## src/rtl/cps_pkg.sv

```systemverilog
`timescale 1ns / 1ps
// ----------------------------------------------------------------------------
// cps_pkg
// Types and constants shared by the process scheduler and its checker.
// ----------------------------------------------------------------------------
package cps_pkg;

    localparam int TIME_W  = 21;
    localparam int ID_W    = 8;
    localparam int ARR_W   = 16;
    localparam int BURST_W = 16;
    localparam int PRIO_W  = 8;
    localparam int POL_W   = 3;
    localparam int QNT_W   = 8;
    localparam int CFG_W   = 8;

    // Scheduling policy codes.
    localparam logic [POL_W-1:0] POL_FCFS  = 3'd0;
    localparam logic [POL_W-1:0] POL_SJF   = 3'd1;
    localparam logic [POL_W-1:0] POL_SRTF  = 3'd2;
    localparam logic [POL_W-1:0] POL_PRIO  = 3'd3;
    localparam logic [POL_W-1:0] POL_PPRIO = 3'd4;
    localparam logic [POL_W-1:0] POL_RR    = 3'd5;

    // Item operation codes.
    localparam logic OP_LOAD = 1'b0;
    localparam logic OP_TICK = 1'b1;

    // Configuration register indexes.
    localparam logic REG_POLICY  = 1'b0;
    localparam logic REG_QUANTUM = 1'b1;

    // One entry of the process table.
    typedef struct packed {
        logic [ID_W-1:0]    pid;
        logic [ARR_W-1:0]   arrival;
        logic [BURST_W-1:0] burst;
        logic [BURST_W-1:0] remaining;
        logic [PRIO_W-1:0]  prio;
    } t_slot;

    // Sequencer states, one-hot.
    typedef enum logic [9:0] {
        S_IDLE   = 10'b0000000001,
        S_LOAD   = 10'b0000000010,
        S_CRD    = 10'b0000000100,
        S_CCHK   = 10'b0000001000,
        S_SCAN   = 10'b0000010000,
        S_RRPOST = 10'b0000100000,
        S_PRD    = 10'b0001000000,
        S_PWAIT  = 10'b0010000000,
        S_PCHK   = 10'b0100000000,
        S_RUN    = 10'b1000000000
    } t_state;

endpackage

```

## src/rtl/cpu_process_scheduler_unit.sv

```systemverilog
`timescale 1ns / 1ps
// A load item goes straight to its result; a tick item reads the current
// process and, unless a non-preemptive policy keeps it, scans the table
// (once more per newly queued process under round robin), then under round
// robin checks the slice and pops the queue. The serial scan sets the pace.
// One item is worked at a time; a result waits in the output register.
// Reset (synchronous, active low) empties the table and queue at once.
// ----------------------------------------------------------------------------
// cpu_process_scheduler_unit
// Tick-driven process scheduler: the process table and the round robin
// queue sit in single-port-read memories; the table is scanned one entry a cycle.
// ----------------------------------------------------------------------------
module cpu_process_scheduler_unit #(
    parameter int MAX_PROCS = 16
) (
    input  logic                        i_clk,
    input  logic                        i_rst_n,
    input  logic                        i_cfg_we,
    input  logic                        i_cfg_idx,
    input  logic [cps_pkg::CFG_W-1:0]   i_cfg_data,
    input  logic                        i_in_valid,
    output logic                        o_in_ready,
    input  logic                        i_opcode,
    input  logic [cps_pkg::ID_W-1:0]    i_proc_id,
    input  logic [cps_pkg::ARR_W-1:0]   i_proc_arrival,
    input  logic [cps_pkg::BURST_W-1:0] i_proc_burst,
    input  logic [cps_pkg::PRIO_W-1:0]  i_proc_priority,
    output logic                        o_out_valid,
    input  logic                        i_out_ready,
    output logic [cps_pkg::ID_W-1:0]    o_run_id,
    output logic                        o_idle,
    output logic                        o_finished,
    output logic [cps_pkg::TIME_W-1:0]  o_completion_time,
    output logic [cps_pkg::TIME_W-1:0]  o_turnaround,
    output logic [cps_pkg::TIME_W-1:0]  o_waiting,
    output logic                        o_table_full
);
    import cps_pkg::*;

    localparam int SW = (MAX_PROCS > 1) ? $clog2(MAX_PROCS) : 1;
    localparam logic [SW:0] MAXC = (SW+1)'(MAX_PROCS);
    localparam logic [SW-1:0] LASTI = SW'(MAX_PROCS - 1);

    // Storage
    t_slot         slot_mem [MAX_PROCS];
    logic [SW-1:0] fifo_mem [MAX_PROCS];
    t_slot         r_rdata;
    logic [SW-1:0] r_fdata;

    // Control state
    t_state            r_state;
    logic [POL_W-1:0]  r_policy;
    logic [QNT_W-1:0]  r_quantum;
    logic [SW:0]       r_count;
    logic [TIME_W-1:0] r_now;
    logic [SW-1:0]     r_cur;
    logic              r_cur_valid;
    logic [QNT_W-1:0]  r_slice;
    logic [SW-1:0]     r_head;
    logic [SW:0]       r_fill;
    // Number of queue entries that hold each slot.
    logic [SW:0]       r_inq [MAX_PROCS];
    t_slot             r_rec;
    logic [SW-1:0]     r_pslot;

    // Scan state
    logic [SW:0]   r_sidx;
    logic          r_dv;
    logic [SW-1:0] r_didx;
    logic          r_bfound;
    logic [SW-1:0] r_bslot;
    logic [31:0]   r_bkey;
    t_slot         r_best;

    // Captured load item
    t_slot r_ld;

    // Output register
    logic              r_ovalid;
    logic [ID_W-1:0]   r_orun;
    logic              r_oidle;
    logic              r_ofin;
    logic [TIME_W-1:0] r_ocomp;
    logic [TIME_W-1:0] r_ota;
    logic [TIME_W-1:0] r_owait;
    logic              r_ofull;

    // Decoded configuration
    logic [POL_W-1:0] pol;
    logic [QNT_W-1:0] qnt;
    logic             is_rr;
    logic             nonpre;
    always_comb begin
        pol    = (r_policy > POL_RR) ? POL_FCFS : r_policy;
        qnt    = (r_quantum == '0) ? QNT_W'(1) : r_quantum;
        is_rr  = (pol == POL_RR);
        nonpre = (pol == POL_FCFS) || (pol == POL_SJF) || (pol == POL_PRIO);
    end

    // Eligibility of the entry just read
    function automatic logic elig(input logic [SW-1:0] s, input t_slot d,
                                  input logic [SW:0] cnt, input logic [TIME_W-1:0] now);
        elig = ({1'b0, s} < cnt) && ({5'd0, d.arrival} <= now) && (d.remaining != '0);
    endfunction

    // Queue tail position
    logic [SW:0]   tail_sum;
    logic [SW-1:0] tail;
    logic [SW-1:0] head_inc;
    logic          q_full;
    always_comb begin
        tail_sum = {1'b0, r_head} + r_fill;
        tail     = (tail_sum >= MAXC) ? SW'(tail_sum - MAXC) : tail_sum[SW-1:0];
        head_inc = (r_head == LASTI) ? '0 : r_head + SW'(1);
        q_full   = (r_fill == MAXC);
    end

    // Scan key and candidate test
    logic [31:0] cand_key;
    logic        cand_ok;
    always_comb begin
        case (pol)
            POL_SJF:   cand_key = {r_rdata.burst, r_rdata.arrival};
            POL_SRTF:  cand_key = {r_rdata.remaining, r_rdata.arrival};
            POL_PRIO, POL_PPRIO:
                       cand_key = {8'd0, r_rdata.prio, r_rdata.arrival};
            default:   cand_key = {r_rdata.arrival, r_rdata.arrival};
        endcase
        cand_ok = r_dv && elig(r_didx, r_rdata, r_count, r_now);
        if (is_rr && ((r_cur_valid && r_cur == r_didx) || (r_inq[r_didx] != '0)))
            cand_ok = 1'b0;
    end

    logic scan_done;
    assign scan_done = (r_sidx == MAXC) && !r_dv;

    // Output register free to take a result
    logic out_free;
    assign out_free = !r_ovalid || i_out_ready;

    // A result is written into the output register this cycle
    logic res_fire;
    assign res_fire = ((r_state == S_LOAD) || (r_state == S_RUN)) && out_free;

    // Read address of the table memory
    logic [SW-1:0] rd_addr;
    always_comb begin
        case (r_state)
            S_SCAN:  rd_addr = r_sidx[SW-1:0];
            S_PWAIT: rd_addr = r_fdata;
            default: rd_addr = r_cur;
        endcase
    end

    // Table memory: one write, one registered read
    always_ff @(posedge i_clk) begin
        r_rdata <= slot_mem[rd_addr];
        if (r_state == S_LOAD && out_free && r_count < MAXC) begin
            slot_mem[r_count[SW-1:0]] <= r_ld;
        end else if (r_state == S_RUN && out_free && r_cur_valid) begin
            slot_mem[r_cur] <= '{pid: r_rec.pid, arrival: r_rec.arrival,
                                 burst: r_rec.burst,
                                 remaining: r_rec.remaining - BURST_W'(1),
                                 prio: r_rec.prio};
        end
    end

    // Queue memory pushes; a push into a full queue is dropped.
    logic          push_en;
    logic [SW-1:0] push_slot;
    always_comb begin
        push_en   = 1'b0;
        push_slot = r_bslot;
        if (r_state == S_SCAN && scan_done && is_rr && r_bfound && !q_full) begin
            push_en = 1'b1;
        end else if (r_state == S_RRPOST && r_cur_valid && r_slice >= qnt && !q_full) begin
            push_en   = 1'b1;
            push_slot = r_cur;
        end
    end

    always_ff @(posedge i_clk) begin
        r_fdata <= fifo_mem[r_head];
        if (push_en) begin
            fifo_mem[tail] <= push_slot;
        end
    end

    // Configuration registers
    always_ff @(posedge i_clk) begin
        if (!i_rst_n) begin
            r_policy  <= POL_FCFS;
            r_quantum <= QNT_W'(2);
        end else if (i_cfg_we) begin
            case (i_cfg_idx)
                REG_POLICY:  r_policy  <= i_cfg_data[POL_W-1:0];
                REG_QUANTUM: r_quantum <= i_cfg_data[QNT_W-1:0];
                default: ;
            endcase
        end
    end

    // Result values of a run tick
    logic [TIME_W-1:0]  done_t;
    logic [TIME_W-1:0]  ta;
    logic [BURST_W-1:0] rem_n;
    always_comb begin
        done_t = r_now + TIME_W'(1);
        ta     = done_t - TIME_W'(r_rec.arrival);
        rem_n  = r_rec.remaining - BURST_W'(1);
    end

    // Sequencer
    always_ff @(posedge i_clk) begin
        if (!i_rst_n) begin
            r_state     <= S_IDLE;
            r_count     <= '0;
            r_now       <= '0;
            r_cur       <= '0;
            r_cur_valid <= 1'b0;
            r_slice     <= '0;
            r_head      <= '0;
            r_fill      <= '0;
            for (int k = 0; k < MAX_PROCS; k++) begin
                r_inq[k] <= '0;
            end
            r_sidx      <= '0;
            r_dv        <= 1'b0;
            r_bfound    <= 1'b0;
            r_ovalid    <= 1'b0;
        end else begin
            if (res_fire) begin
                r_ovalid <= 1'b1;
            end else if (r_ovalid && i_out_ready) begin
                r_ovalid <= 1'b0;
            end
            if (push_en) begin
                r_fill           <= r_fill + (SW+1)'(1);
                r_inq[push_slot] <= r_inq[push_slot] + (SW+1)'(1);
            end
            case (r_state)
                S_IDLE: begin
                    if (i_in_valid) begin
                        r_ld <= '{pid: i_proc_id, arrival: i_proc_arrival,
                                  burst: i_proc_burst, remaining: i_proc_burst,
                                  prio: i_proc_priority};
                        r_state <= (i_opcode == OP_LOAD) ? S_LOAD : S_CRD;
                    end
                end
                S_LOAD: begin
                    if (out_free) begin
                        r_orun   <= '0;
                        r_oidle  <= 1'b1;
                        r_ofin   <= 1'b0;
                        r_ocomp  <= '0;
                        r_ota    <= '0;
                        r_owait  <= '0;
                        r_ofull  <= (r_count >= MAXC);
                        if (r_count < MAXC) begin
                            r_count <= r_count + (SW+1)'(1);
                        end
                        r_state <= S_IDLE;
                    end
                end
                S_CRD: begin
                    r_state <= S_CCHK;
                end
                // Drop a current process that can no longer run, then run it or scan
                S_CCHK: begin
                    r_rec    <= r_rdata;
                    r_sidx   <= '0;
                    r_dv     <= 1'b0;
                    r_bfound <= 1'b0;
                    if (r_cur_valid && !elig(r_cur, r_rdata, r_count, r_now)) begin
                        r_cur_valid <= 1'b0;
                        r_state     <= S_SCAN;
                    end else if (!is_rr && r_cur_valid && nonpre) begin
                        r_state <= S_RUN;
                    end else begin
                        r_state <= S_SCAN;
                    end
                end
                // Serial minimum search over the table
                S_SCAN: begin
                    if (r_sidx != MAXC) begin
                        r_sidx <= r_sidx + (SW+1)'(1);
                        r_dv   <= 1'b1;
                        r_didx <= r_sidx[SW-1:0];
                    end else begin
                        r_dv <= 1'b0;
                    end
                    if (cand_ok && (!r_bfound || cand_key < r_bkey)) begin
                        r_bfound <= 1'b1;
                        r_bslot  <= r_didx;
                        r_bkey   <= cand_key;
                        r_best   <= r_rdata;
                    end
                    if (scan_done) begin
                        if (is_rr) begin
                            r_sidx   <= '0;
                            r_bfound <= 1'b0;
                            // A full queue takes no more arrivals this tick.
                            if (!r_bfound || q_full) begin
                                r_state <= S_RRPOST;
                            end
                        end else begin
                            if (r_bfound) begin
                                if (!r_cur_valid || r_cur != r_bslot) begin
                                    r_slice <= '0;
                                end
                                r_cur       <= r_bslot;
                                r_cur_valid <= 1'b1;
                                r_rec       <= r_best;
                            end else begin
                                r_cur_valid <= 1'b0;
                            end
                            r_state <= S_RUN;
                        end
                    end
                end
                // Slice expiry, then decide whether to pop the queue
                S_RRPOST: begin
                    if (r_cur_valid && r_slice >= qnt) begin
                        r_cur_valid <= 1'b0;
                        r_state     <= S_PRD;
                    end else if (!r_cur_valid && r_fill != '0) begin
                        r_state <= S_PRD;
                    end else begin
                        r_state <= S_RUN;
                    end
                end
                S_PRD: begin
                    r_head  <= head_inc;
                    r_fill  <= r_fill - (SW+1)'(1);
                    r_state <= S_PWAIT;
                end
                S_PWAIT: begin
                    r_pslot         <= r_fdata;
                    r_inq[r_fdata]  <= r_inq[r_fdata] - (SW+1)'(1);
                    r_state         <= S_PCHK;
                end
                S_PCHK: begin
                    if (elig(r_pslot, r_rdata, r_count, r_now)) begin
                        r_cur       <= r_pslot;
                        r_cur_valid <= 1'b1;
                        r_slice     <= '0;
                        r_rec       <= r_rdata;
                        r_state     <= S_RUN;
                    end else if (r_fill != '0) begin
                        r_state <= S_PRD;
                    end else begin
                        r_state <= S_RUN;
                    end
                end
                // Run one time unit and report
                S_RUN: begin
                    if (out_free) begin
                        r_ofull  <= 1'b0;
                        if (r_cur_valid) begin
                            r_orun  <= r_rec.pid;
                            r_oidle <= 1'b0;
                            if (rem_n == '0) begin
                                r_ofin      <= 1'b1;
                                r_ocomp     <= done_t;
                                r_ota       <= ta;
                                r_owait     <= ta - TIME_W'(r_rec.burst);
                                r_cur_valid <= 1'b0;
                                r_slice     <= '0;
                            end else begin
                                r_ofin  <= 1'b0;
                                r_ocomp <= '0;
                                r_ota   <= '0;
                                r_owait <= '0;
                                if (r_slice != '1) begin
                                    r_slice <= r_slice + QNT_W'(1);
                                end
                            end
                        end else begin
                            r_orun  <= '0;
                            r_oidle <= 1'b1;
                            r_ofin  <= 1'b0;
                            r_ocomp <= '0;
                            r_ota   <= '0;
                            r_owait <= '0;
                        end
                        r_now   <= done_t;
                        r_state <= S_IDLE;
                    end
                end
                default: r_state <= S_IDLE;
            endcase
        end
    end

    assign o_in_ready        = (r_state == S_IDLE);
    assign o_out_valid       = r_ovalid;
    assign o_run_id          = r_orun;
    assign o_idle            = r_oidle;
    assign o_finished        = r_ofin;
    assign o_completion_time = r_ocomp;
    assign o_turnaround      = r_ota;
    assign o_waiting         = r_owait;
    assign o_table_full      = r_ofull;

endmodule

```

## config.mk

```make
export PLATFORM = sky130hd
export DESIGN_NAME = cpu_process_scheduler_unit
export DESIGN_NICKNAME = d
export VERILOG_FILES = /design/src/rtl/cps_pkg.sv /design/src/rtl/cpu_process_scheduler_unit.sv
export SDC_FILE = /design/constraint.sdc
export NUM_CORES = 2
export LEC_CHECK = 0
export BUFFER_PORTS_ARGS = -buffer_cell sky130_fd_sc_hd__buf_2
export CORE_MARGIN = 5
export CORE_UTILIZATION = 30
export DETAILED_ROUTE_END_ITERATION = 6
export GPL_ROUTABILITY_DRIVEN = 1
export GPL_TIMING_DRIVEN = 0
export PLACE_DENSITY = 0.52
export SLEW_MARGIN = 20
export SYNTH_ARGS = -nofsm -noshare
export SYNTH_HDL_FRONTEND = slang
export SYNTH_SLANG_ARGS = --single-unit
```

## constraint.sdc

```tcl
create_clock -name i_clk -period 23.4 [get_ports i_clk]
set_input_delay 2.34 -clock i_clk [delete_from_list [all_inputs] [get_ports i_clk]]
set_output_delay 2.34 -clock i_clk [all_outputs]
set_load 0.01 [all_outputs]
```

==> flow_summary.toml <==
[run_status]
status = "finished clean"

[setup_path]
arrival_ns = 7.04
path_class = "reg -> reg"
required_ns = 23.90
crit_path_start_kind = "flop"
endpoint_kind = "flop"
cp_max_fo = 18

[cells_and_area]
nNetsFinal = 6028
fin_util = 0.354
areaGrowthSynthToFinish_pct = 17.4
final_common_cell = "edfxtp_1"
layout.cells.non_filler = 8979
n_fill_cell = 22000
layout_common_cells = "edfxtp_1, nand2_1, clkbuf_1"
final_cell_area_mm2 = 0.0795
drive_above_1_share = 0.105

[floorplan]
die_area_mm2 = 0.235
coreArea_mm2 = 0.225
row_count = 174
fp.dieH_um = 485
dieWidth_um = 485
io_pins = 139
start_util = 0.301

[timing]
drv_slew = 0
min_period_over_period = 0.280
rsz0062_at_grt = "no"
worstMarginPinSlew_ns = 1.17
setup_viol = 0
tns_ns = 0
slew_headroom = 0.221
hold_viol_final = 0
fin_crit_ns = 6.54
fin_skew_ns = 0.0711
clock.fmax_mhz = 153

[global_routing]
grt_pass1_wl_mm = 309
grt_pass1_vias = 44400
grt_start_max_net_pins = 42
grt_overflow = 0
antenna_found_initial = 18
track_usage = 0.176

[detailed_routing]
wl_per_cell_um = 23.7
drtAntennaViolNets = 0
vias_per_cell = 5.05
drc = 0
drt_iter0_drc = 4144
finalWirelength_mm = 213
via_count = 45300
first_pass_iters = 5

[yosys]
yosysUniqueCellTypes = 84
syn_inst = 5447
synth-seq-cells = 1595
ys.flop_type = "edfxtp_1"
synth.avg_cell_area_um2 = 12.4
synthArstFlopShare = 0
synth_edf_count = 1446
ys_seq_area_frac = 0.685
synth_nets = 5627
ys.warnings.count = 0
synth_area_mm2 = 0.0677

[clock_network]
cts-root-buf = "clkbuf_16"
cts_hold_buffers = 0
clk_latency_ns = 0.82
clkTransAtPathRegs_ns = 0.06
numCtsBuffers = 169
cts_setup_buffers = 0
ctsResizeCount = 0
cts_buffer_depth = 3
cts_sinks = 1595
cts_tree = "built"
htreeDepth = 4

[placement]
dp_cells = 8668
dpl.hpwl_mm = 155
portBuffers = 136
dpl_cell_area_mm2 = 0.0739
place.gp.congestion = 0.886

[power]
p_leak_nw = 28.3
power.total_mw = 6.01
power_per_cell_area_mw_per_mm2 = 75.6
ir_drop_mv = 0.0615

[min_path]
hold_path.class = "reg -> reg"

[job]
drv_cap = 0
-- metal layers --
metal	GRT usage	part of all wire
met1	0.247	0.45
met5	0	0.000061
met3	0.0336	0.070
met4	0.0511	0.030
met2	0.278	0.45
-- worst max-delay path: stages, from the launching register on --
cell and delay [ns]:
dfxtp_1 0.33, nor4_1 0.33, a41o_1 0.23, ha_1 0.22
nand2b_1 0.14, a2111o_1 0.40, a31oi_1 0.51, nor3_4 0.16
mux2i_2 0.64, buf_4 0.36, clkinv_1 0.49, nand2_1 0.21
a31oi_1 0.12, a221o_1 0.40, ha_1 0.31, a21oi_1 0.66
clkbuf_1 0.61, nor2_1 0.09
-- cell type report --
type                       count  area, um^2  area share
tap                         2992        3740      0.0471
multi-input combinational   3417       19900       0.250
clock inverter                71         821      0.0103
antenna                        2        5.00   0.0000630
clock buffer                 237        4720      0.0593
sequential                  1595       46400       0.584
timing repair buffer         230        2200      0.0277
inverter                     127         477     0.00600
buffer                       308        1210      0.0153
-- sequential cells by signal, indices dropped and copies added, names as in the netlist, 32 cells and up, named ones only --
register,count
slot_mem,1024
r_inq,80
fifo_mem,64
r_rdata,64
r_rec,64
r_best,48
r_ld,48
r_bkey,32
-- cell families (layout without fill, tap and decap cells) --
kind of cell | Yosys count | after routing | synth area share
buffers and inverters | 435 | 973 | 0.0247
and+or+nand+nor | 2319 | 2319 | 0.149
AOI/OAI and AO/OA | 731 | 731 | 0.0732
xor gates and xnor gates | 111 | 111 | 0.0144
other | 0 | 2 | 0
DFF | 1595 | 1595 | 0.685
muxes | 139 | 139 | 0.0309
adders and majority gates | 117 | 117 | 0.0221
-- cells in the mapped netlist (16+ instances only) --
cell      count  share of area
edfxtp_1   1446           0.64
xnor2_1      70         0.0091
nand2b_1     23         0.0021
o21ai_0     113         0.0084
nor2b_1      54         0.0050
a21o_1       24         0.0027
xor2_1       41         0.0053
a211oi_1     73         0.0081
clkbuf_1    275          0.015
nand4_1      16         0.0015
nor4_1       17         0.0016
nand3_1     167          0.012
mux2i_1      65         0.0096
mux4_2       54          0.018
a21oi_1     140          0.010
nand2_1    1427          0.079
dfxtp_1     149          0.044
and2_1       39         0.0036
inv_1       122         0.0068
buf_1        20         0.0011
nor3_1       49         0.0036
a311oi_1    135          0.017
ha_1        113          0.021
nor2_1      264          0.015
a31oi_1     146          0.013
and3_1      208          0.019
-- where the power goes --
part | switching (mW) | total [mW] | internal, mW
Combinational | 0.108 | 0.154 | 0.0456
Clock | 1.15 | 2.70 | 1.56
Sequential | 0.0220 | 3.15 | 3.13
-- worst paths after layout --
path	start	end	slack, ns	depth (start not counted)
worst max-delay path	r_quantum[7]	r_inq[1][1]	16.86	17
worst min-delay path	r_rdata[61]	r_best[61]	0.44	0
worst max register to register	r_quantum[7]	r_inq[1][1]	16.86	17
worst min register to register	r_rdata[61]	r_best[61]	0.44	0
-- per-stage QoR --
stage          hold WS [ns]  worst slack (ns)
2_1_floorplan         0.406             15.32
3_3_place_gp          0.413             11.46
3_5_place_dp          0.415             16.82
4_1_cts               0.430             16.81
5_1_grt               0.436             16.52
6_report              0.435             16.86
Note: power is estimated with default switching activity, not from simulation.
